===== src/hdl/acbc_pkg.sv =====
// ----------------------------------------------------------------------------
// acbc_pkg
// Shared types, constants and AES round functions for the CBC encryptor.
// ----------------------------------------------------------------------------
package acbc_pkg;

	localparam int BLOCK_BYTES = 16;
	localparam int BLOCK_BITS  = 8 * BLOCK_BYTES;
	localparam int CNT_W       = $clog2(BLOCK_BYTES);
	localparam int ROUNDS      = 10;
	localparam int ROUND_W     = 4;

	// register indexes of the configuration port
	localparam logic [1:0] IDX_KEY_HIGH = 2'd0;
	localparam logic [1:0] IDX_KEY_LOW  = 2'd1;
	localparam logic [1:0] IDX_IV_HIGH  = 2'd2;
	localparam logic [1:0] IDX_IV_LOW   = 2'd3;

	localparam logic [63:0] IV_HIGH_RST = 64'h0001020304050607;
	localparam logic [63:0] IV_LOW_RST  = 64'h08090A0B0C0D0E0F;

	// one block handed from the collector to the cipher
	typedef struct packed {
		logic [BLOCK_BITS-1:0] plain;
		logic                  last;
	} blk_item_t;

	// chain reload requests from the configuration port
	typedef struct packed {
		logic        load_hi;
		logic        load_lo;
		logic [63:0] data;
	} iv_load_t;

	typedef enum logic {
		CORE_IDLE,
		CORE_BUSY
	} core_state_t;

	localparam logic [7:0] SBOX [256] = '{
		8'h63,8'h7c,8'h77,8'h7b,8'hf2,8'h6b,8'h6f,8'hc5,8'h30,8'h01,8'h67,8'h2b,8'hfe,8'hd7,8'hab,8'h76,
		8'hca,8'h82,8'hc9,8'h7d,8'hfa,8'h59,8'h47,8'hf0,8'had,8'hd4,8'ha2,8'haf,8'h9c,8'ha4,8'h72,8'hc0,
		8'hb7,8'hfd,8'h93,8'h26,8'h36,8'h3f,8'hf7,8'hcc,8'h34,8'ha5,8'he5,8'hf1,8'h71,8'hd8,8'h31,8'h15,
		8'h04,8'hc7,8'h23,8'hc3,8'h18,8'h96,8'h05,8'h9a,8'h07,8'h12,8'h80,8'he2,8'heb,8'h27,8'hb2,8'h75,
		8'h09,8'h83,8'h2c,8'h1a,8'h1b,8'h6e,8'h5a,8'ha0,8'h52,8'h3b,8'hd6,8'hb3,8'h29,8'he3,8'h2f,8'h84,
		8'h53,8'hd1,8'h00,8'hed,8'h20,8'hfc,8'hb1,8'h5b,8'h6a,8'hcb,8'hbe,8'h39,8'h4a,8'h4c,8'h58,8'hcf,
		8'hd0,8'hef,8'haa,8'hfb,8'h43,8'h4d,8'h33,8'h85,8'h45,8'hf9,8'h02,8'h7f,8'h50,8'h3c,8'h9f,8'ha8,
		8'h51,8'ha3,8'h40,8'h8f,8'h92,8'h9d,8'h38,8'hf5,8'hbc,8'hb6,8'hda,8'h21,8'h10,8'hff,8'hf3,8'hd2,
		8'hcd,8'h0c,8'h13,8'hec,8'h5f,8'h97,8'h44,8'h17,8'hc4,8'ha7,8'h7e,8'h3d,8'h64,8'h5d,8'h19,8'h73,
		8'h60,8'h81,8'h4f,8'hdc,8'h22,8'h2a,8'h90,8'h88,8'h46,8'hee,8'hb8,8'h14,8'hde,8'h5e,8'h0b,8'hdb,
		8'he0,8'h32,8'h3a,8'h0a,8'h49,8'h06,8'h24,8'h5c,8'hc2,8'hd3,8'hac,8'h62,8'h91,8'h95,8'he4,8'h79,
		8'he7,8'hc8,8'h37,8'h6d,8'h8d,8'hd5,8'h4e,8'ha9,8'h6c,8'h56,8'hf4,8'hea,8'h65,8'h7a,8'hae,8'h08,
		8'hba,8'h78,8'h25,8'h2e,8'h1c,8'ha6,8'hb4,8'hc6,8'he8,8'hdd,8'h74,8'h1f,8'h4b,8'hbd,8'h8b,8'h8a,
		8'h70,8'h3e,8'hb5,8'h66,8'h48,8'h03,8'hf6,8'h0e,8'h61,8'h35,8'h57,8'hb9,8'h86,8'hc1,8'h1d,8'h9e,
		8'he1,8'hf8,8'h98,8'h11,8'h69,8'hd9,8'h8e,8'h94,8'h9b,8'h1e,8'h87,8'he9,8'hce,8'h55,8'h28,8'hdf,
		8'h8c,8'ha1,8'h89,8'h0d,8'hbf,8'he6,8'h42,8'h68,8'h41,8'h99,8'h2d,8'h0f,8'hb0,8'h54,8'hbb,8'h16
	};

	function automatic logic [7:0] xtime(input logic [7:0] x);
		return {x[6:0], 1'b0} ^ (x[7] ? 8'h1b : 8'h00);
	endfunction

	function automatic logic [7:0] rcon(input logic [ROUND_W-1:0] r);
		logic [7:0] v;
		case (r)
			4'd1:    v = 8'h01;
			4'd2:    v = 8'h02;
			4'd3:    v = 8'h04;
			4'd4:    v = 8'h08;
			4'd5:    v = 8'h10;
			4'd6:    v = 8'h20;
			4'd7:    v = 8'h40;
			4'd8:    v = 8'h80;
			4'd9:    v = 8'h1b;
			4'd10:   v = 8'h36;
			default: v = 8'h00;
		endcase
		return v;
	endfunction

	// byte i of a block, byte 0 in the top bits
	function automatic logic [7:0] get_byte(input logic [BLOCK_BITS-1:0] x, input int i);
		return x[8*(BLOCK_BYTES-1-i) +: 8];
	endfunction

	// next round key from the previous one
	function automatic logic [BLOCK_BITS-1:0] key_step(input logic [BLOCK_BITS-1:0] rk,
			input logic [ROUND_W-1:0] r);
		logic [7:0] k [16];
		logic [7:0] n [16];
		logic [7:0] t [4];
		logic [BLOCK_BITS-1:0] o;
		for (int i = 0; i < 16; i++) k[i] = get_byte(rk, i);
		t[0] = SBOX[k[13]] ^ rcon(r);
		t[1] = SBOX[k[14]];
		t[2] = SBOX[k[15]];
		t[3] = SBOX[k[12]];
		for (int i = 0; i < 4; i++) n[i] = k[i] ^ t[i];
		for (int i = 4; i < 16; i++) n[i] = k[i] ^ n[i-4];
		for (int i = 0; i < 16; i++) o[8*(BLOCK_BYTES-1-i) +: 8] = n[i];
		return o;
	endfunction

	// one cipher round; the last round skips column mixing
	function automatic logic [BLOCK_BITS-1:0] aes_round(input logic [BLOCK_BITS-1:0] s,
			input logic [BLOCK_BITS-1:0] rk, input logic last);
		logic [7:0] t [16];
		logic [7:0] m [16];
		logic [7:0] a0, a1, a2, a3, all;
		logic [BLOCK_BITS-1:0] o;
		for (int c = 0; c < 4; c++)
			for (int i = 0; i < 4; i++)
				t[i+4*c] = SBOX[get_byte(s, i + 4*((c+i) & 3))];
		for (int c = 0; c < 4; c++) begin
			a0 = t[4*c]; a1 = t[4*c+1]; a2 = t[4*c+2]; a3 = t[4*c+3];
			all = a0 ^ a1 ^ a2 ^ a3;
			m[4*c]   = last ? a0 : (a0 ^ all ^ xtime(a0 ^ a1));
			m[4*c+1] = last ? a1 : (a1 ^ all ^ xtime(a1 ^ a2));
			m[4*c+2] = last ? a2 : (a2 ^ all ^ xtime(a2 ^ a3));
			m[4*c+3] = last ? a3 : (a3 ^ all ^ xtime(a3 ^ a0));
		end
		for (int i = 0; i < 16; i++) o[8*(BLOCK_BYTES-1-i) +: 8] = m[i];
		return o ^ rk;
	endfunction

endpackage


===== src/hdl/acbc_fifo.sv =====
// ----------------------------------------------------------------------------
// acbc_fifo
// Two-entry queue of blocks between the collector and the cipher.
// ----------------------------------------------------------------------------
module acbc_fifo (
	input  logic                clk,
	input  logic                arst_n,
	input  logic                wr,
	input  acbc_pkg::blk_item_t wr_item,
	input  logic                rd,
	output logic                full,
	output logic                not_empty,
	output acbc_pkg::blk_item_t rd_item
);

	acbc_pkg::blk_item_t mem_q [2];
	logic       wp_q, rp_q;
	logic [1:0] cnt_q;

	assign full      = (cnt_q == 2'd2);
	assign not_empty = (cnt_q != 2'd0);
	assign rd_item   = mem_q[rp_q];

	// pointers and count
	always_ff @(posedge clk or negedge arst_n) begin
		if (!arst_n) begin
			wp_q  <= 1'b0;
			rp_q  <= 1'b0;
			cnt_q <= '0;
		end else begin
			if (wr) wp_q <= ~wp_q;
			if (rd) rp_q <= ~rp_q;
			cnt_q <= cnt_q + {1'b0, wr} - {1'b0, rd};
		end
	end

	always_ff @(posedge clk) begin
		if (wr) mem_q[wp_q] <= wr_item;
	end

endmodule


===== config.mk =====
export PLATFORM = sky130hd
export DESIGN_NAME = acbc_fifo
export DESIGN_NICKNAME = d
export VERILOG_FILES = /design/src/hdl/acbc_pkg.sv /design/src/hdl/acbc_fifo.sv
export SDC_FILE = /design/constraint.sdc
export NUM_CORES = 1
export LEC_CHECK = 0
export BUFFER_PORTS_ARGS = -buffer_cell sky130_fd_sc_hd__buf_2
export CORE_MARGIN = 2
export CORE_UTILIZATION = 45
export DETAILED_ROUTE_END_ITERATION = 12
export HOLD_SLACK_MARGIN = 0.06
export PLACE_DENSITY = 0.7
export SLEW_MARGIN = 20
export SYNTH_ARGS = -nofsm -noshare
export SYNTH_HDL_FRONTEND = slang
export SYNTH_SLANG_ARGS = --single-unit

===== constraint.sdc =====
create_clock -name clk -period 10.56 [get_ports clk]
set_input_delay 2.64 -clock clk [delete_from_list [all_inputs] [get_ports clk]]
set_output_delay 2.64 -clock clk [all_outputs]
set_load 0.02 [all_outputs]

Word-level counts from Yosys, hierarchy flattened
Memory sizes are Yosys's and may differ from the RTL's.
Index checks and enable logic that the tools add are counted.
Widths: inputs -> output; s select.
{"block": "classes", "n_mux": 2, "bitwise": 2, "shift": 0, "n_eq_ne": 1, "addsub": 2, "reduce_logical": 1, "magnitude_cmp": 0, "div": 0, "multipliers": 0}
{"op": "$add 2x1->2", "count": 1}
{"op": "$eq 2x2->1 const B", "count": 1}
{"op": "$mux 1", "count": 2}
{"op": "$not 1->1", "count": 2}
{"op": "$reduce_bool 2->1", "count": 1}
{"op": "$sub 2x1->2", "count": 1}
{"block": "totals", "memories": 1, "mem_bits_ro": 0, "out_inout_bits": 131, "mem_bits_rw": 258, "elab_cells": 12, "latch_bits": 0, "regBits": 4, "in_bits": 133}
{"memory": "mem_q", "words": 2, "word_bits": 129, "rd": 1, "rd_ports_with_merged_regs": 0, "wr": 1, "line_no": "acbc_fifo.sv:16", "source": "acbc_pkg::blk_item_t mem_q [2];"}

Longest topological paths before layout
{"block": "logic_depth", "word_depth": 2, "ltp_mapped": 5, "mapped_depth_nobuf": 5}

Least setup slack after synthesis
OpenSTA, ideal clock, no wires.
{"block": "synth_path", "path_type": "input port to flip-flop", "start": "input port wr", "end": "memory mem_q[0][0] (netlist bit), enable pin", "setup_slack_ns": 1.695, "path_stages": 1, "required_ns": 9.926, "setup_time_ns": 0.634, "n_path_buf": 0, "t_arrival_ns": 8.231, "path_cell_list": "nor2b_1"}
{"block": "synth_between", "elab_chain_cells": 2}
{"element": "start: declaration", "line_no": "acbc_fifo.sv:8", "source": "input logic wr,"}
{"element": "$mux 1", "line_no": "acbc_fifo.sv:38", "source": "if (wr) mem_q[wp_q] <= wr_item;"}
{"element": "$mux 1 (not written as such)", "line_no": "acbc_fifo.sv:38"}
{"element": "end: declaration", "line_no": "acbc_fifo.sv:16"}
Every way passes these cells.

==> results.txt <==
The flow ran to the end, and the final reports show no timing, DRC or antenna violations. In this run the count of I/O pins placed on the die edge is 264. After routing, the total negative slack on setup checks comes to 0 ns. Summed over all layers, the routed wires come to 17,290 um. For the pin with the worst max-slew slack, the measured transition is 0.9071 ns. STA puts the critical path data required time at 7.92 ns. The analysis attributes to net switching a power of 1.030 mW.

The initial utilization of the core area, before any placement, comes to 45.64%. The tools report the hold buffer count at CTS as 0. Counting flops with an async set or reset pin after synthesis yields a share of 1.527%. Setup repair after global routing left no endpoint under its margin.

The die covers 22,370 sq um. The run gives 68 as the pin count of the biggest net entering global routing. Summing the sequential cell areas from Yosys gives 82.31% of the chip area. Share of layout cells above drive strength 1: 60.06%. Counting cells, the worst reg-to-reg path comes to 2.

The synthesized netlist devotes 0.2625% of its cell area to adder and majority cells. Detailed placement finished with a half-perimeter wire length of 11,320 um. Once detail routing completed, the nets flagged for antenna violations numbered 0.

The tools report the total instance count after detailed placement as 944. The run gives 0 as the final count of pins violating max slew. The initialized floorplan defines 53 standard-cell rows. Summing the areas of all compound-gate instances in the mapped netlist gives 0% of the synthesized area. Static timing analysis puts the maximum clock frequency at 177.2 MHz. The relative contribution of sequential cells to total power was 44.9%. The number of nets in the layout was 832; the synthesized area divided by synthesized cell count was 22.92 sq um. The weighted congestion at the end of routability-driven global placement is 0.7814, and the total of warnings raised by yosys is 0.

The primary flip-flop cell chosen by synthesis mapping was sky130_fd_sc_hd__edfxtp_1. Input and output buffers added on the ports amount to 263. The clock reaches the later pin of the worst-skew pair after 0.51 ns.

The combinational cell fraction of total power is 30.3%, and the leakage power of the design is 4.462 nW. The clock net in this run drives a total of 262 sinks. The count of TritonRoute iterations in the first routing pass is 4, and the cell area power density is 276.5 nW/um^2.

Global route total overflow: 0. TritonCTS built the clock tree. The worst-case IR drop observed on VDD is 0.1662 mV. The gate count of the mapped netlist was 416; the average wire length per cell after detail routing was 17.45 um. Critical path class: reg2out. By area, the combinational part of the netlist is dominated by multiplexers.

The number of maximum-capacitance constraint violations was 0; the area fraction in and, or, nand and nor cells after synthesis was 0.2625%. Counting I/O delays and the setup requirement, the final critical path takes 5.643 ns. The deepest level of the CTS H-tree was 1; the switching share of power was 31.41%. The global-route wire length before repair came out at 25,390 um.

Counting flops and latches in the post-synthesis netlist gives 262. Dividing the detail-routed via count by the number of cells gives 4.830. The layout overhead on the synthesized area came out at 24.41%. Buffers added to address setup during post-CTS repair amount to 0.

The placeable core area was 20,890 sq um; the share of the clock period used by the worst path was 53.44%. The highest fanout seen on the critical path was 67; the fraction of post-synthesis cell area in the top cell type by area was 81.26%. The most numerous cell in the Yosys netlist is sky130_fd_sc_hd__edfxtp_1. The internal power contribution is 2.250 mW, and the maximum number of buffers from clock root to sink is 3. The tools report the nature of the critical path endpoint as a primary output. The clock group share of total power is 24.8%. In this run the cell area of the synthesized design comes to 9534 sq um. The cell sitting at the root of the clock tree is a sky130_fd_sc_hd__clkbuf_16. The path class of the tightest hold or removal check is reg2reg. The post-CTS resize count is 0. For the worst setup path, the data arrival time is 3.00 ns.

The number of distinct library cells after synthesis was 13; the setup clock skew after layout was 0.009758 ns. The cell type with the highest aggregate area in the netlist was sky130_fd_sc_hd__edfxtp_1. Global routing used 14.60% of the available tracks across all layers.

The tools report the count of placed standard cells in the final layout, fillers left out as 991. STA classifies the critical path startpoint as a flop. Measured along the x axis, the die boundary spans 149.6 um. The number of global-route vias before repair is 4,972. The filler cells instantiated in the layout total 1,608.

Share of cell area taken by muxes after synthesis: 15.24%. By area the synthesized netlist is led by sky130_fd_sc_hd__edfxtp_1, sky130_fd_sc_hd__mux2_2, sky130_fd_sc_hd__buf_6, sky130_fd_sc_hd__dfrtp_1, sky130_fd_sc_hd__ha_1. The floorplan step set the die height to 149.6 um. The total vias in the final route is 4,787, and the net count after synthesis is 551.

For the worst setup margin, the log shows 4.917 ns. Setup violations remaining at the end of the flow were counted as 0. The number of DRC violations after detailed-routing iteration 0 came out at 215. The run gives 0 as the post-detailed-route DRC marker count. The minimum setup slack after placement is 5.425 ns, and the post-synthesis share of cell area spent on xor and xnor gates is 0.4331%. The initial antenna violation count was 1; the final number of hold-violating endpoints was 0. The clock edge transition at the registers on the reported setup and hold paths works out to 0.06 ns. In the synthesized netlist, the cells that appear most often are sky130_fd_sc_hd__edfxtp_1, sky130_fd_sc_hd__mux2_2, sky130_fd_sc_hd__buf_6, sky130_fd_sc_hd__dfrtp_1, sky130_fd_sc_hd__buf_2.

The number of flops mapped to enable cells by yosys was 258. For the clock buffer count from CTS, the log shows 26. The repair_antennas step left the layout with diodes totalling 0. The cell depth of the worst hold path is 1, and the relative slew slack is 39.53%.
==> cells in the final DEF, fill, tap and decap left out <==
cell type                   count
sky130_fd_sc_hd__and2_4         1
sky130_fd_sc_hd__clkbuf_16     27
sky130_fd_sc_hd__dfrtp_4        1
sky130_fd_sc_hd__buf_4          4
sky130_fd_sc_hd__clkinv_2       2
sky130_fd_sc_hd__buf_2        263
sky130_fd_sc_hd__clkinv_4       1
sky130_fd_sc_hd__dfrtp_1        3
sky130_fd_sc_hd__inv_1          2
sky130_fd_sc_hd__mux2_2       129
sky130_fd_sc_hd__ha_1           2
sky130_fd_sc_hd__xor2_1         2
sky130_fd_sc_hd__xor3_1         1
sky130_fd_sc_hd__nor2b_1        1
sky130_fd_sc_hd__clkbuf_1       9
sky130_fd_sc_hd__nor2b_4        1
sky130_fd_sc_hd__or2_2          1
sky130_fd_sc_hd__clkinv_1       8
sky130_fd_sc_hd__edfxtp_1     258
==> power by group through the flow <==
stage                     Combinational [mW]  Clock [mW]  Sequential [mW]
final                                  0.993       0.815             1.47
after global routing                    1.06       0.875             1.49
after CTS                               1.01       0.839             1.48
after detailed placement                1.01           0             1.50
after global placement                 0.993           0             1.49
after floorplan                        0.766           0             1.47
==> layout make-up <==
class	count	area (sq um)	share of cell area (%)
repair buffers	267	1346	11.35
flip-flops and latches	262	7851	66.19
clock inverters	11	48.80	0.4114
clock buffers	36	709.4	5.981
inverters	2	7.507	0.06329
well taps	275	344.1	2.901
multi-input cells	138	1554	13.10
==> registers in the layout, indices dropped and copies added (netlist names) <==
name	flops
mem_q	258
cnt_q	2
wp_q	1
rp_q	1
==> metal layers <==
metal | GRT usage (%) | routed length, um | part of all wire [%] | vias up
met3 | 5.152 | 1624 | 9.4 | 28
li1 | - | - | - | 2222
met2 | 26.01 | 8904 | 51 | 183
met4 | 3.810 | 397 | 2.3 | 0
met5 | 0 | 0 | 0 | -
met1 | 16.74 | 6364 | 37 | 2354
==> kinds of logic (layout without fill, tap and decap cells) <==
| group | Yosys count | after routing |
|---|---|---|
| XOR/XNOR | 3 | 3 |
| adder cells (fa/ha/maj) | 2 | 2 |
| multiplexers | 129 | 129 |
| buffers and inverters | 16 | 316 |
| flip-flops | 262 | 262 |
| AND/OR/NAND/NOR | 4 | 4 |
==> path summary, 6_finish.rpt <==
kind	slack (ns)	from	endpoint
min	0.55	wp_q	wp_q
max	4.92	rp_q	rd_item[105]
min in group asynchronous	1.92	arst_n	wp_q
min reg2reg	0.55	wp_q	wp_q
max in group asynchronous	8.50	arst_n	rp_q
max reg2reg	8.11	wp_q	mem_q[1][33]
==> critical path, stage by stage, from the launching register on <==
cell and delay (ns):
sky130_fd_sc_hd__dfrtp_4 0.97, sky130_fd_sc_hd__buf_4 0.80, sky130_fd_sc_hd__mux2_2 0.44, sky130_fd_sc_hd__buf_2 0.17
==> through the flow <==
| step | util (%) | hold WS [ns] | cell area (sq um) | total power, mW |
|---|---|---|---|---|
| 3_3_place_gp | 53.15 | 0.5303 | 11100 | 2.478 |
| 2_1_floorplan | - | 0.4555 | 9534 | 2.232 |
| 3_5_place_dp | 53.15 | 0.5421 | 11100 | 2.505 |
| 5_1_grt | 56.78 | 0.5838 | 11860 | 3.428 |
| 6_report | 56.78 | 0.5508 | 11860 | 3.280 |
| 4_1_cts | 56.78 | 0.5520 | 11860 | 3.328 |
Note: power is estimated with default switching activity, not from simulation.
