[src/hdl/acbc_pkg.sv]
// ----------------------------------------------------------------------------
// acbc_pkg
// Shared types, constants and AES round functions for the CBC encryptor.
// ----------------------------------------------------------------------------
package acbc_pkg;

	localparam int BLOCK_BYTES = 16;
	localparam int BLOCK_BITS  = 8 * BLOCK_BYTES;
	localparam int CNT_W       = $clog2(BLOCK_BYTES);
	localparam int ROUNDS      = 10;
	localparam int ROUND_W     = 4;

	// register indexes of the configuration port
	localparam logic [1:0] IDX_KEY_HIGH = 2'd0;
	localparam logic [1:0] IDX_KEY_LOW  = 2'd1;
	localparam logic [1:0] IDX_IV_HIGH  = 2'd2;
	localparam logic [1:0] IDX_IV_LOW   = 2'd3;

	localparam logic [63:0] IV_HIGH_RST = 64'h0001020304050607;
	localparam logic [63:0] IV_LOW_RST  = 64'h08090A0B0C0D0E0F;

	// one block handed from the collector to the cipher
	typedef struct packed {
		logic [BLOCK_BITS-1:0] plain;
		logic                  last;
	} blk_item_t;

	// chain reload requests from the configuration port
	typedef struct packed {
		logic        load_hi;
		logic        load_lo;
		logic [63:0] data;
	} iv_load_t;

	typedef enum logic {
		CORE_IDLE,
		CORE_BUSY
	} core_state_t;

	localparam logic [7:0] SBOX [256] = '{
		8'h63,8'h7c,8'h77,8'h7b,8'hf2,8'h6b,8'h6f,8'hc5,8'h30,8'h01,8'h67,8'h2b,8'hfe,8'hd7,8'hab,8'h76,
		8'hca,8'h82,8'hc9,8'h7d,8'hfa,8'h59,8'h47,8'hf0,8'had,8'hd4,8'ha2,8'haf,8'h9c,8'ha4,8'h72,8'hc0,
		8'hb7,8'hfd,8'h93,8'h26,8'h36,8'h3f,8'hf7,8'hcc,8'h34,8'ha5,8'he5,8'hf1,8'h71,8'hd8,8'h31,8'h15,
		8'h04,8'hc7,8'h23,8'hc3,8'h18,8'h96,8'h05,8'h9a,8'h07,8'h12,8'h80,8'he2,8'heb,8'h27,8'hb2,8'h75,
		8'h09,8'h83,8'h2c,8'h1a,8'h1b,8'h6e,8'h5a,8'ha0,8'h52,8'h3b,8'hd6,8'hb3,8'h29,8'he3,8'h2f,8'h84,
		8'h53,8'hd1,8'h00,8'hed,8'h20,8'hfc,8'hb1,8'h5b,8'h6a,8'hcb,8'hbe,8'h39,8'h4a,8'h4c,8'h58,8'hcf,
		8'hd0,8'hef,8'haa,8'hfb,8'h43,8'h4d,8'h33,8'h85,8'h45,8'hf9,8'h02,8'h7f,8'h50,8'h3c,8'h9f,8'ha8,
		8'h51,8'ha3,8'h40,8'h8f,8'h92,8'h9d,8'h38,8'hf5,8'hbc,8'hb6,8'hda,8'h21,8'h10,8'hff,8'hf3,8'hd2,
		8'hcd,8'h0c,8'h13,8'hec,8'h5f,8'h97,8'h44,8'h17,8'hc4,8'ha7,8'h7e,8'h3d,8'h64,8'h5d,8'h19,8'h73,
		8'h60,8'h81,8'h4f,8'hdc,8'h22,8'h2a,8'h90,8'h88,8'h46,8'hee,8'hb8,8'h14,8'hde,8'h5e,8'h0b,8'hdb,
		8'he0,8'h32,8'h3a,8'h0a,8'h49,8'h06,8'h24,8'h5c,8'hc2,8'hd3,8'hac,8'h62,8'h91,8'h95,8'he4,8'h79,
		8'he7,8'hc8,8'h37,8'h6d,8'h8d,8'hd5,8'h4e,8'ha9,8'h6c,8'h56,8'hf4,8'hea,8'h65,8'h7a,8'hae,8'h08,
		8'hba,8'h78,8'h25,8'h2e,8'h1c,8'ha6,8'hb4,8'hc6,8'he8,8'hdd,8'h74,8'h1f,8'h4b,8'hbd,8'h8b,8'h8a,
		8'h70,8'h3e,8'hb5,8'h66,8'h48,8'h03,8'hf6,8'h0e,8'h61,8'h35,8'h57,8'hb9,8'h86,8'hc1,8'h1d,8'h9e,
		8'he1,8'hf8,8'h98,8'h11,8'h69,8'hd9,8'h8e,8'h94,8'h9b,8'h1e,8'h87,8'he9,8'hce,8'h55,8'h28,8'hdf,
		8'h8c,8'ha1,8'h89,8'h0d,8'hbf,8'he6,8'h42,8'h68,8'h41,8'h99,8'h2d,8'h0f,8'hb0,8'h54,8'hbb,8'h16
	};

	function automatic logic [7:0] xtime(input logic [7:0] x);
		return {x[6:0], 1'b0} ^ (x[7] ? 8'h1b : 8'h00);
	endfunction

	function automatic logic [7:0] rcon(input logic [ROUND_W-1:0] r);
		logic [7:0] v;
		case (r)
			4'd1:    v = 8'h01;
			4'd2:    v = 8'h02;
			4'd3:    v = 8'h04;
			4'd4:    v = 8'h08;
			4'd5:    v = 8'h10;
			4'd6:    v = 8'h20;
			4'd7:    v = 8'h40;
			4'd8:    v = 8'h80;
			4'd9:    v = 8'h1b;
			4'd10:   v = 8'h36;
			default: v = 8'h00;
		endcase
		return v;
	endfunction

	// byte i of a block, byte 0 in the top bits
	function automatic logic [7:0] get_byte(input logic [BLOCK_BITS-1:0] x, input int i);
		return x[8*(BLOCK_BYTES-1-i) +: 8];
	endfunction

	// next round key from the previous one
	function automatic logic [BLOCK_BITS-1:0] key_step(input logic [BLOCK_BITS-1:0] rk,
			input logic [ROUND_W-1:0] r);
		logic [7:0] k [16];
		logic [7:0] n [16];
		logic [7:0] t [4];
		logic [BLOCK_BITS-1:0] o;
		for (int i = 0; i < 16; i++) k[i] = get_byte(rk, i);
		t[0] = SBOX[k[13]] ^ rcon(r);
		t[1] = SBOX[k[14]];
		t[2] = SBOX[k[15]];
		t[3] = SBOX[k[12]];
		for (int i = 0; i < 4; i++) n[i] = k[i] ^ t[i];
		for (int i = 4; i < 16; i++) n[i] = k[i] ^ n[i-4];
		for (int i = 0; i < 16; i++) o[8*(BLOCK_BYTES-1-i) +: 8] = n[i];
		return o;
	endfunction

	// one cipher round; the last round skips column mixing
	function automatic logic [BLOCK_BITS-1:0] aes_round(input logic [BLOCK_BITS-1:0] s,
			input logic [BLOCK_BITS-1:0] rk, input logic last);
		logic [7:0] t [16];
		logic [7:0] m [16];
		logic [7:0] a0, a1, a2, a3, all;
		logic [BLOCK_BITS-1:0] o;
		for (int c = 0; c < 4; c++)
			for (int i = 0; i < 4; i++)
				t[i+4*c] = SBOX[get_byte(s, i + 4*((c+i) & 3))];
		for (int c = 0; c < 4; c++) begin
			a0 = t[4*c]; a1 = t[4*c+1]; a2 = t[4*c+2]; a3 = t[4*c+3];
			all = a0 ^ a1 ^ a2 ^ a3;
			m[4*c]   = last ? a0 : (a0 ^ all ^ xtime(a0 ^ a1));
			m[4*c+1] = last ? a1 : (a1 ^ all ^ xtime(a1 ^ a2));
			m[4*c+2] = last ? a2 : (a2 ^ all ^ xtime(a2 ^ a3));
			m[4*c+3] = last ? a3 : (a3 ^ all ^ xtime(a3 ^ a0));
		end
		for (int i = 0; i < 16; i++) o[8*(BLOCK_BYTES-1-i) +: 8] = m[i];
		return o ^ rk;
	endfunction

endpackage

[src/hdl/acbc_front.sv]
// ----------------------------------------------------------------------------
// acbc_front
// Collects message bytes into the open block and pads it at end of message.
// ----------------------------------------------------------------------------
module acbc_front (
	input  logic                clk,
	input  logic                arst_n,
	input  logic                in_acc,
	input  logic [7:0]          in_byte,
	input  logic                in_end,
	output logic                push,
	output acbc_pkg::blk_item_t push_item,
	output logic                in_msg
);

	logic [acbc_pkg::CNT_W-1:0] cnt_q;
	logic [7:0]                 blk_q [acbc_pkg::BLOCK_BYTES];
	logic                       msg_q;
	logic [7:0]                 pad;

	assign in_msg = msg_q;
	assign push   = in_acc && (in_end || (&cnt_q));
	assign pad    = 8'(5'd16 - {1'b0, cnt_q});

	// fill counter and message flag
	always_ff @(posedge clk or negedge arst_n) begin
		if (!arst_n) begin
			cnt_q <= '0;
			msg_q <= 1'b0;
		end else if (in_acc) begin
			if (in_end) begin
				cnt_q <= '0;
				msg_q <= 1'b0;
			end else begin
				cnt_q <= cnt_q + 1'b1;
				msg_q <= 1'b1;
			end
		end
	end

	// open block storage
	always_ff @(posedge clk) begin
		if (in_acc && !in_end) blk_q[cnt_q] <= in_byte;
	end

	// block going to the queue: full block or padded tail
	always_comb begin
		push_item.last = in_end;
		for (int i = 0; i < acbc_pkg::BLOCK_BYTES; i++) begin
			if (in_end)
				push_item.plain[8*(acbc_pkg::BLOCK_BYTES-1-i) +: 8] =
					(i < int'(cnt_q)) ? blk_q[i] : pad;
			else
				push_item.plain[8*(acbc_pkg::BLOCK_BYTES-1-i) +: 8] =
					(i == acbc_pkg::BLOCK_BYTES-1) ? in_byte : blk_q[i];
		end
	end

endmodule

[config.mk]
export PLATFORM = sky130hd
export DESIGN_NAME = acbc_front
export DESIGN_NICKNAME = d
export VERILOG_FILES = /design/src/hdl/acbc_pkg.sv /design/src/hdl/acbc_front.sv
export SDC_FILE = /design/constraint.sdc
export NUM_CORES = 1
export LEC_CHECK = 0
export BUFFER_PORTS_ARGS = -buffer_cell sky130_fd_sc_hd__buf_2
export CORE_ASPECT_RATIO = 0.8
export CORE_MARGIN = 10
export CORE_UTILIZATION = 33
export CTS_CLUSTER_DIAMETER = 60
export DETAILED_ROUTE_END_ITERATION = 10
export SLEW_MARGIN = 20
export SYNTH_ARGS = -nofsm -noshare
export SYNTH_HDL_FRONTEND = slang
export SYNTH_SLANG_ARGS = --single-unit
[constraint.sdc]
create_clock -name clk -period 2.79 [get_ports clk]
set_clock_uncertainty 0.2 [all_clocks]
set_input_delay 0.558 -clock clk [delete_from_list [all_inputs] [get_ports clk]]
set_output_delay 0.558 -clock clk [all_outputs]
set_load 0.1 [all_outputs]
Word level (Yosys, flattened, before mapping):

Memory sizes are Yosys's and may differ from the RTL's.
Cells that the tools add are included.

* add/sub/neg operators: 2
* multiply operators: 0
* divide/modulo/power cells: 0
* order comparisons: 15
* eq/ne operators: 0
* shifts and indexed selects: 0
* mux-type cells: 35
* bitwise operators: 0
* reductions and logical operators: 5

Operators with widths (number)
* two-way mux 8 bit: 31
* < comparator 4 bit (first input constant): 7
* < comparator 3 x 4 -> 1 bit (first input constant): 4
* < comparator 1 x 4 -> 1 bit (first input constant): 2
* < comparator 2 x 4 -> 1 bit (first input constant): 2
* subtractor 5 x 4 -> 6 bit (first input constant): 1
* adder 4 x 1 -> 4 bit (second input constant): 1
* two-way mux 4 bit: 1
* AND reduction 4 bit: 1
* two-way mux 1 bit: 3
* logical AND 1 bit: 2
* zero test 1 bit: 1
* logical OR 1 bit: 1

* flip-flop bits (word level): 5
* bits in latches: 0
* memory bits (writable): 128
* ROM bits: 0
* input bits: 12
* output and inout bits: 131
* word-level logic and storage cells: 60
* memories: 1

Memory list
* blk_q: depth 16, bits a word 8, rd ports 15, clocked after Yosys merged registers in 0, wr ports 1, RTL line acbc_front.sv:17 `logic [7:0] blk_q [acbc_pkg::BLOCK_BYTES];`

Longest topological paths before layout:

Gate-level depths: netlist (run 1).

* depth in word-level cells: 4
* depth in mapped cells: 8
* depth with buffers taken out: 5

Least setup slack after synthesis (run 1):

OpenSTA, ideal clock, no wires.

* path type: reg-to-output
* from: register cnt_q[0] (netlist bit)
* to: output push_item[124] (netlist bit)
* arrival: 3.544 ns
* data required time: 2.032 ns
* slack: -1.512 ns
* cell stages (with the launch flop): 7
* buffers on the path: 2
* path through: dfrtp_1 clkbuf_1 inv_1 ha_1 nand4bb_1 clkbuf_1 o21ai_0

RTL lines
* start, declared: RTL line acbc_front.sv:16 `logic [acbc_pkg::CNT_W-1:0] cnt_q;`
* start signal, assigned: RTL line acbc_front.sv:35 `cnt_q <= cnt_q + 1'b1;`
* end, declared: RTL line acbc_front.sv:12 `output acbc_pkg::blk_item_t push_item,`

==> run_results.csv, run 1 <==
group,metric,value,unit
die,placement_rows,41,
placement,number_of_instances_in_the_placed_design,765,
layout,multi_input_comb_area,2030,µm²
grt,track_usage,0.157,
critical_path,path_common_cell,"buf_12",
clocking,clock_tree.htree_level_count,4,
sta,final.min_clock_period,2890,ps
detailed_routing,wl,17.8,mm
pwr,seq_power_share,0.278,
sta,final-hold-violation-count,0,
detailed_routing,1st_iter_drt_viols,196,
clocking,clock_sink_count,125,
critical_path,setup.worst_path.start_class,"register",
logic_synthesis,postSynthRegisterBits,125,
pwr,comb_power_share,0.423,
pwr,netSwitchingFraction,0.383,
pwr,cellPowerDensity,775,nW/µm²
detailed_routing,m1WireLength,7.33,mm
layout,flow.area_growth_from_synthesis,81.0,%
sta,timing.fmax,0.346,GHz
critical_path,crit_type,"register to output pin",
sta,number_of_pins_with_negative_max_slew_slack_in_the_final_report,0,
die,die_x,163,µm
sta,layout_setup_ws,-96.4,ps
die,core_area,15900,µm²
die,die-height,134,µm
sta,timing.final.crit_share,1.03,
critical_path,critical_path_cell_by_cell,"or4b_4 -> buf_12 -> mux2_2 -> buf_12",
sta,grt_setup_unrepaired,"yes",
grt,number_of_global_route_vias_before_repair,4120,
sta,setup-tns-final,-848,ps
clocking,cts.root.buffer_cell,"clkbuf_16",
die,die_area,21900,µm²
logic_synthesis,synthesis.instances,377,
clocking,max-clock-path-buffers,2,
critical_path,worst-path-buf-inv,2,
sta,finalSetupViolations,23,
critical_path,timing.critical_path.max_delay_family,"simple AND/OR/NAND/NOR gates",
sta,max_slew.worst_pin.slew,594,ps
logic_synthesis,postSynthNetCount,395,
pwr,power_frac_clock,0.299,
grt,grt_antenna_before_repair,0,
layout,sequential_cell_area,3730,µm²
critical_path,crit-reg2reg-launch,"cnt_q[0]",
clocking,tritoncts.num_buffers,17,
critical_path,worst_path_largest_cell_delay,620,ps
detailed_routing,vias,3978,
detailed_routing,detailroute.wirelength.met3,1.99,mm
pwr,p_leak,0.00390,µW
clocking,worst_setup_hold_path_clk_slew,60,ps
hold_path,hp_start,"in_acc",
placement,io_buffers,142,
detailed_routing,dr.pass1.iters,4,
die,io_pins,143,
die,start_util,0.339,
detailed_routing,top_layer,"met4",
status,run_status,"finished, violations left",
detailed_routing,via_per_inst,4.82,
logic_synthesis,synth.distinct_cells,34,
logic_synthesis,synth.cell_area,5390,µm²
hold_path,holdCritPathClass,"input pin to register",
detailed_routing,met2_wirelength,8.19,mm
layout,finalNonFillerCells,826,
placement,routabilityCongestion,0.862,
logic_synthesis,syn_avg_cell_area,14.3,µm²
sta,final_hold_slack,199,ps
logic_synthesis,yosys_synthesis_warning_count,0,
grt,global_route_wire_length_before_repair,25.7,mm
critical_path,end_kind,"output pin",
layout,drive_above_1_share,0.610,
pwr,peakVddDrop,0.000487,V
logic_synthesis,synth.yosys.seq_area_share,0.691,
critical_path,regToRegSetupSlack,680,ps
detailed_routing,antenna_violating_nets_post_route,0,
critical_path,worst-endpoint-required,2030,ps
critical_path,cp_max_fo,7,
layout,num-nets-final,616,
grt,pin_count_of_the_biggest_net_entering_global_routing,22,
critical_path,critPathLaunch,"cnt_q[1]",
status,violations_in_the_final_reports,"setup timing",
critical_path,slowest_stage,"or4b_4",
job,timing.max_cap.violations,0,
critical_path,worst_ep_arrival_time,2130,ps
detailed_routing,routedWlPerCell,21.6,µm
clocking,insertion_delay,410,ps
pwr,power_report.internal_total,4660,µW
placement,dp_hpwl,12.1,mm
layout,filler_cells,1180,
sta,slew_headroom,0.603,
detailed_routing,route.detailed.drc,0,
clocking,cts_tree,"yes",
layout,n_antenna_cell,0,
grt,grt-ovfl-total,0,
pwr,sw_pwr,2900,µW
## cell usage in the layout (no fill, tap or decap), types with 12 or more instances in the layout
cell	n
buf_12	107
buf_4	65
edfxtp_1	120
clkbuf_16	18
nand2_1	22
and2_1	30
buf_6	23
mux2_2	16
nor2_1	12
mux2_4	23
buf_2	23
## registers in the layout, indices dropped and copies added, names as in the netlist
name / count
in_msg: 1
cnt_q: 4
blk_q: 120
## synthesized netlist by cell type
| master | number | area, µm² |
|---|---|---|
| mux2_1 | 1 | 11.3 |
| o31ai_4 | 1 | 21.3 |
| and2_1 | 42 | 263 |
| buf_2 | 4 | 20.0 |
| o31ai_1 | 2 | 15.0 |
| and4_1 | 1 | 8.76 |
| nand2b_1 | 2 | 12.5 |
| edfxtp_1 | 120 | 3600 |
| nand2_1 | 33 | 124 |
| nand4bb_1 | 1 | 11.3 |
| mux2i_1 | 3 | 30.0 |
| xnor2_1 | 1 | 8.76 |
| dfrtp_1 | 5 | 125 |
| a31oi_1 | 1 | 6.26 |
| nor2_1 | 17 | 63.8 |
| clkbuf_2 | 1 | 5.00 |
| nor4b_4 | 1 | 23.8 |
| ha_1 | 6 | 75.1 |
| nand4_1 | 1 | 6.26 |
| o21ai_0 | 15 | 75.1 |
| mux2_2 | 38 | 428 |
| buf_4 | 3 | 22.5 |
| nor2b_1 | 9 | 56.3 |
| inv_1 | 10 | 37.5 |
| or4b_1 | 1 | 10.0 |
| clkbuf_1 | 12 | 45.0 |
| or3b_1 | 1 | 8.76 |
| a22o_1 | 1 | 8.76 |
| a21o_1 | 18 | 135 |
| a21oi_1 | 8 | 40.0 |
| nand3_1 | 3 | 15.0 |
| o22ai_1 | 2 | 12.5 |
| o21ai_1 | 8 | 40.0 |
| nor3_1 | 5 | 25.0 |
## kinds of logic after synthesis
family	share of synthesized area
flip-flops	0.691
AND/OR/NAND/NOR	0.116
AO/OA/AOI/OAI	0.0656
multiplexers	0.0870
buffers and inverters	0.0241
adder cells (fa/ha/maj)	0.0139
XOR/XNOR	0.00162
## layout make-up
| class | instances | share of cell area |
|---|---|---|
| well taps | 215 | 0.0276 |
| flip-flops and latches | 125 | 0.383 |
| inverters | 10 | 0.00513 |
| repair buffers | 222 | 0.314 |
| clock inverters | 13 | 0.0177 |
| clock buffers | 19 | 0.0444 |
| multi-input cells | 222 | 0.208 |
## final timing paths
check                                 end  cells after the start
setup / recovery           push_item[114]                      4
hold / removal                   cnt_q[0]                      2
setup reg to reg              blk_q[2][4]                      7
hold reg to reg                    in_msg                      1
max in group asynchronous        cnt_q[1]                      2
min in group asynchronous          in_msg                      2
## power groups by stage
stage	logic, µW	clock network [µW]	registers, µW
after floorplan	1890	0	2140
after global placement	2960	0	2130
after detailed placement	2970	0	2130
after CTS	3090	2290	2100
after global routing	3290	2370	2100
final	3200	2260	2100
## metal layers
layer,global-route usage,up-vias
li1,-,1824
met1,0.184,1961
met2,0.241,165
met3,0.0841,28
met4,0.0480,0
met5,0,-
## repair_timing
item / 4_1_cts / 5_1_grt
setup endpoints to repair: 114 / 85
hold buffers: 1 / 0
buffers inserted: 8 / 19
hold endpoints to repair: 5 / 0
pin swaps: 2 / 6
cloned: 1 / 1
gates resized for setup: 60 / 67
## stage by stage
stage                     setup slack [ps]  utilization  cell area [µm²]  total power [µW]
final                                -96.4        0.614             9760              7560
after CTS                            -73.8        0.587             9330              7470
after detailed placement              8.78        0.530             8430              5110
after global routing                  -154        0.614             9760              7770
after global placement                30.2        0.530             8430              5090
after floorplan                       -313            -             5660              4030
Note: power is estimated with default switching activity, not from simulation.
==> run 2, diff against run 1 <==
Settings changed: CORE_UTILIZATION 33 to 53, PLACE_DENSITY from default to 0.8.
==> run_results.csv, run 2 <==
group,metric,value,unit
status,run_status,"stopped before the end",
status,haltStage,"clock tree synthesis (4_1_cts)",
status,error_line,"[ERROR DPL-0033] detailed placement checks failed during check placement.",
clocking,tritoncts.num_buffers,17,
logic_synthesis,yosys_synthesis_warning_count,0,
logic_synthesis,postSynthRegisterBits,125,
logic_synthesis,synth.distinct_cells,34,
logic_synthesis,synth_ff_type,"edfxtp_1",
placement,pre_cts_slack,29.7,ps
die,die-height,110,µm
logic_synthesis,synth.yosys.seq_area_share,0.691,
logic_synthesis,synth_edf_count,120,
logic_synthesis,synth_top_area_share,0.668,
logic_synthesis,synth.area.top_cells,"edfxtp_1 (67%), mux2_2 (7.9%), and2_1 (4.9%)",
logic_synthesis,syn_avg_cell_area,14.3,µm²
logic_synthesis,synth.cell_area,5390,µm²
clocking,clock_sink_count,125,
logic_synthesis,synthesis.instances,377,
die,io_pins,143,
die,start_util,0.552,
die,placement_rows,32,
die,die_x,133,µm
placement,dp_hpwl,12.6,mm
clocking,cts_resized,112,
clocking,post_cts_buffers,20,
placement,routabilityCongestion,1.01,
placement,io_buffers,142,
logic_synthesis,ys_top_cells_by_count,"edfxtp_1 (120), and2_1 (42), mux2_2 (38)",
clocking,holdBufCountCts,1,
clocking,cts.root.buffer_cell,"clkbuf_16",
clocking,clock_tree.htree_level_count,4,
clocking,max-clock-path-buffers,2,
logic_synthesis,synth-async-reset-ratio,0.0400,
logic_synthesis,cell_type_with_the_largest_total_area_after_synthesis,"edfxtp_1",
logic_synthesis,yosys.cell_count.top_type,"edfxtp_1",
logic_synthesis,postSynthNetCount,395,
[run 2: kinds of logic after synthesis]
logic type,synth area share
flip-flops,0.691
AND/OR/NAND/NOR,0.116
AO/OA/AOI/OAI,0.0656
multiplexers,0.0870
buffers and inverters,0.0241
adder cells (fa/ha/maj),0.0139
XOR/XNOR,0.00162
[run 2: per-stage QoR]
stage               hold WS [ps]  cell area [µm²]  instances  TNS, ps  utilization
floorplan                   62.4             5660        377    -2710            -
detailed placement           175             8370        690        0        0.857
global placement             175             8370        690        0        0.857
==> run 3, diff against run 2 <==
Settings changed: CORE_ASPECT_RATIO 0.8 to default, CORE_UTILIZATION 53 to 40, CTS_CLUSTER_DIAMETER 60 to default, PLACE_DENSITY 0.8 to default, PLACE_DENSITY_LB_ADDON from default to 0.15.
==> run_results.csv, run 3 (synthesis results as in run 1) <==
group,metric,value,unit
sta,finalSetupViolations,48,
die,die-height,136,µm
critical_path,worst_ep_arrival_time,2180,ps
die,io_pins,143,
critical_path,regToRegEndpoint,"blk_q[4][1]",
layout,final_cell_mix,"edfxtp_1 (120), buf_12 (111), buf_4 (63)",
layout,largest_register_ffs,120,
layout,flow.area_growth_from_synthesis,81.0,%
grt,number_of_global_route_vias_before_repair,4227,
die,die_area,18500,µm²
sta,setup-tns-final,-2100,ps
clocking,clock_sink_count,125,
critical_path,crit_type,"register to output pin",
job,timing.max_cap.violations,0,
layout,most_common_cell_after_layout_fill_and_taps_aside,"edfxtp_1",
clocking,tritoncts.num_buffers,17,
sta,layout_setup_ws,-144,ps
clocking,clock_tree.htree_level_count,4,
sta,max_slew.worst_pin.slew,596,ps
layout,drive_above_1_share,0.615,
status,run_status,"finished, violations left",
die,die_x,136,µm
die,placement_rows,42,
detailed_routing,wl,17.8,mm
pwr,cellPowerDensity,738,nW/µm²
hold_path,worst_hold_path.num_cells,2,
critical_path,end_kind,"output pin",
sta,slew_headroom,0.602,
detailed_routing,1st_iter_drt_viols,352,
critical_path,crit-reg2reg-launch,"cnt_q[1]",
sta,number_of_pins_with_negative_max_slew_slack_in_the_final_report,0,
die,core_area,13200,µm²
hold_path,hp_start,"in_acc",
grt,track_usage,0.187,
critical_path,worst-endpoint-required,2030,ps
critical_path,count_of_cells_along_the_worst_register_to_register_path,5,
layout,filler_cells,825,
critical_path,setup.worst_path.start_class,"register",
clocking,worst_setup_hold_path_clk_slew,50,ps
clocking,max-clock-path-buffers,2,
detailed_routing,routedWlPerCell,22.5,µm
grt,global_route_wire_length_before_repair,25.5,mm
layout,sequential_cell_area,3730,µm²
pwr,p_leak,0.00392,µW
sta,timing.fmax,0.341,GHz
placement,routabilityCongestion,0.894,
detailed_routing,route.detailed.drc,0,
detailed_routing,antenna_violating_nets_post_route,0,
clocking,insertion_delay,420,ps
hold_path,holdCritPathClass,"input pin to register",
placement,number_of_instances_in_the_placed_design,728,
grt,grt.met1_usage,0.209,
detailed_routing,dr.pass1.iters,5,
pwr,peakVddDrop,0.000523,V
clocking,cts.root.buffer_cell,"clkbuf_16",
layout,register_ranked_first_by_flip_flop_count,"blk_q",
grt,grt_antenna_before_repair,1,
grt,use_met2,0.309,
placement,dp_hpwl,11.5,mm
grt,grt-ovfl-total,0,
detailed_routing,via_per_inst,5.12,
die,start_util,0.407,
layout,num-nets-final,621,
critical_path,cp_max_fo,7,
critical_path,regToRegSetupSlack,640,ps
layout,multi_input_comb_area,2100,µm²
sta,final-hold-violation-count,0,
clocking,cts_tree,"yes",
sta,timing.final.crit_share,1.05,
placement,io_buffers,142,
layout,finalNonFillerCells,793,
sta,grt_setup_unrepaired,"yes",
status,violations_in_the_final_reports,"setup timing",
detailed_routing,vias,4057,
sta,final.min_clock_period,2930,ps
grt,grt-busiest-layer,"met2",
grt,use_met3,0.0823,
grt,pin_count_of_the_biggest_net_entering_global_routing,21,
hold_path,hold-path-endpoint,"cnt_q[1]",
[run 3: timing repair]
item                                   4_1_cts  5_1_grt
resized for setup                           85       76
endpoints found under the hold margin        5        0
cloned                                       2        1
hold buffers                                 1        0
pin swaps                                    9        8
setup buffers                               16       14
setup endpoints to repair                  101       93
[run 3: area by class of cell]
type                       count  area share
tap                          176      0.0226
sequential                   125       0.382
multi-input combinational    222       0.215
clock inverter                11     0.00538
timing repair buffer         227       0.324
antenna                        1    0.000256
inverter                      10     0.00461
clock buffer                  21      0.0451
[run 3: stage by stage]
step	utilization	hold slack (ps)	total power [µW]	area, µm²	setup WS, ps
6_report	0.737	202	7200	9760	-144
5_1_grt	0.737	223	7390	9760	-181
4_1_cts	0.709	177	7120	9380	-118
3_5_place_dp	0.632	176	5100	8370	45.6
3_3_place_gp	0.632	173	5090	8370	32.9
2_1_floorplan	-	62.4	4030	5660	-313
[run 3: power breakdown]
group,switching (µW),internal [µW]
registers,14.9,2090
logic,2120,1130
clock network,744,1100
total,2880,4320
[run 3: worst max-delay path by stage]
stage / from / end / slack, ps / cells after the start
finish: cnt_q[1] / push_item[114] / -140 / 5
floorplan: cnt_q[1] / push_item[110] / -310 / 3
CTS: cnt_q[1] / push_item[114] / -120 / 5
detailed placement: in_end / push_item[84] / 50 / 6
global placement: in_end / push_item[84] / 30 / 6
global route: cnt_q[1] / push_item[114] / -180 / 5
[run 3: layer usage]
| layer | share of wire | wire length [µm] |
|---|---|---|
| met5 | 0 | 0 |
| met4 | 0.019 | 331 |
| met3 | 0.088 | 1580 |
| met2 | 0.51 | 9170 |
| met1 | 0.38 | 6740 |
[run 3: critical path, stage by stage, from the launching register on]
cell	delay [ps]
dfrtp_2	450
buf_6	130
or4b_4	540
buf_12	170
mux2_2	290
buf_12	170
==> run 4, diff against run 3 <==
Settings changed: GPL_TIMING_DRIVEN from default to 0, MAX_ROUTING_LAYER from default to met4.
==> run_results.csv, run 4 (synthesis results as in run 1) <==
group,metric,value,unit
status,run_status,"finished, violations left",
status,violations_in_the_final_reports,"setup timing",
placement,io_buffers,142,
critical_path,crit_type,"register to output pin",
detailed_routing,vias,4122,
layout,register_ranked_first_by_flip_flop_count,"blk_q",
sta,slew_headroom,0.504,
critical_path,cp_max_fo,7,
die,die_x,136,µm
sta,setup-tns-final,-8810,ps
critical_path,worst_ep_arrival_time,2240,ps
clocking,cts.root.buffer_cell,"clkbuf_16",
sta,final.min_clock_period,3000,ps
die,io_pins,143,
die,die_area,18500,µm²
detailed_routing,1st_iter_drt_viols,294,
sta,max_slew.worst_pin.slew,741,ps
grt,grt_antenna_before_repair,1,
sta,timing.fmax,0.333,GHz
pwr,cellPowerDensity,800,nW/µm²
layout,most_common_cell_after_layout_fill_and_taps_aside,"edfxtp_1",
grt,track_usage,0.203,
critical_path,path_common_cell,"buf_4",
die,die-height,136,µm
detailed_routing,m1WireLength,7.55,mm
critical_path,crit-reg2reg-launch,"cnt_q[0]",
clocking,clock_tree.htree_level_count,4,
clocking,worst_setup_hold_path_clk_slew,60,ps
sta,finalSetupViolations,82,
clocking,max-clock-path-buffers,2,
hold_path,hold-path-endpoint,"cnt_q[0]",
die,placement_rows,42,
detailed_routing,wl,18.6,mm
detailed_routing,routedWlPerCell,23.4,µm
detailed_routing,antenna_violating_nets_post_route,0,
hold_path,holdCritPathClass,"input pin to register",
sta,timing.final.crit_share,1.08,
grt,number_of_global_route_vias_before_repair,4384,
die,core_area,13200,µm²
pwr,peakVddDrop,0.000611,V
grt,grt-ovfl-total,0,
clocking,cts_tree,"yes",
grt,global_route_wire_length_before_repair,27.0,mm
sta,number_of_pins_with_negative_max_slew_slack_in_the_final_report,0,
sta,layout_setup_ws,-209,ps
layout,final_cell_mix,"edfxtp_1 (120), buf_12 (86), buf_4 (69)",
die,start_util,0.407,
layout,num-nets-final,623,
critical_path,setup.worst_path.start_class,"register",
critical_path,slowest_stage,"dfrtp_2",
clocking,clock_sink_count,125,
critical_path,critical_path_cell_by_cell,"ha_2 -> nor2_1 -> o21ai_2 -> buf_4 -> mux2_2 -> buf_4",
sta,grt_setup_unrepaired,"yes",
critical_path,worst_path_largest_cell_delay,430,ps
hold_path,hp_start,"in_acc",
detailed_routing,top_layer,"met4",
critical_path,worst-endpoint-required,2030,ps
layout,flow.area_growth_from_synthesis,83.3,%
clocking,tritoncts.num_buffers,17,
grt,pin_count_of_the_biggest_net_entering_global_routing,17,
sta,final_hold_slack,193,ps
detailed_routing,route.detailed.drc,0,
layout,drive_above_1_share,0.646,
hold_path,worst_hold_path.num_cells,2,
placement,dp_hpwl,10.7,mm
critical_path,regToRegSetupSlack,390,ps
detailed_routing,dr.pass1.iters,5,
detailed_routing,via_per_inst,5.18,
critical_path,regToRegEndpoint,"blk_q[8][0]",
clocking,insertion_delay,420,ps
layout,largest_register_ffs,120,
detailed_routing,met2_wirelength,9.47,mm
pwr,p_leak,0.00399,µW
critical_path,count_of_cells_along_the_worst_register_to_register_path,7,
job,timing.max_cap.violations,0,
critical_path,end_kind,"output pin",
detailed_routing,detailroute.wirelength.met3,1.26,mm
sta,final-hold-violation-count,0,
placement,routabilityCongestion,0.883,
==> run 4: changes by cell type in the layout (fill, tap and decap cells not counted), moves of 6 or more <==
| cell | delta |
|---|---|
| buf_12 | -25 |
| and2_4 | +15 |
| a21o_4 | +7 |
| buf_4 | +6 |
| and2_2 | -11 |
| clkbuf_16 | +6 |
| a21o_2 | -7 |
==> run 4: repair_timing <==
action	CTS	global route
pin swaps	16	28
hold buffers	1	0
endpoints found under the setup margin	140	125
resized for setup	455	86
buffers inserted	42	25
hold endpoints to repair	5	0
gates cloned	4	2
==> run 4: through the flow <==
| step | util | total power [µW] | worst slack (ps) | instances | area, µm² |
|---|---|---|---|---|---|
| after CTS | 0.709 | 7760 | -239 | 771 | 9380 |
| after floorplan | - | 4030 | -313 | 377 | 5660 |
| after global placement | 0.498 | 4400 | -746 | 695 | 6590 |
| final | 0.747 | 7920 | -209 | 795 | 9890 |
| after detailed placement | 0.498 | 4410 | -760 | 695 | 6590 |
| after global routing | 0.747 | 8100 | -245 | 795 | 9890 |
==> run 4: area by class of cell <==
cell class | count | area, µm²
tap | 176 | 220
antenna | 1 | 2.50
sequential | 125 | 3730
clock buffer | 17 | 425
timing repair buffer | 212 | 2770
fill | 783 | 3350
multi-input combinational | 222 | 2230
clock inverter | 15 | 220
buffer | 17 | 226
inverter | 10 | 57.6
==> run 4: worst max-delay path: cells and delay by family, from the launching register on <==
family,cells,cell delay [ps]
AOI/OAI and AO/OA,1,150
buffers and inverters,2,410
adders and majority gates,1,340
DFF,1,430
muxes,1,360
and+or+nand+nor,1,130
==> run 4: layer usage <==
layer / track usage / vias up
li1: - / 1831
met1: 0.248 / 2067
met2: 0.314 / 189
met3: 0.0638 / 35
met4: 0.0645 / 0
met5: - / -
==> run 4: worst max path at each step <==
| stage | from | end | depth (start not counted) |
|---|---|---|---|
| after floorplan | cnt_q[1] | push_item[110] | 3 |
| after global placement | cnt_q[2] | push_item[28] | 5 |
| after detailed placement | cnt_q[2] | push_item[28] | 5 |
| after CTS | cnt_q[1] | push_item[90] | 6 |
| after global routing | cnt_q[0] | push_item[42] | 6 |
| final | cnt_q[0] | push_item[43] | 6 |
==> run 4: power breakdown <==
group / switching, µW / total (µW) / internal, µW
Sequential: 16.2 / 2100 / 2080
Combinational: 2180 / 3410 / 1230
Clock: 825 / 2410 / 1580
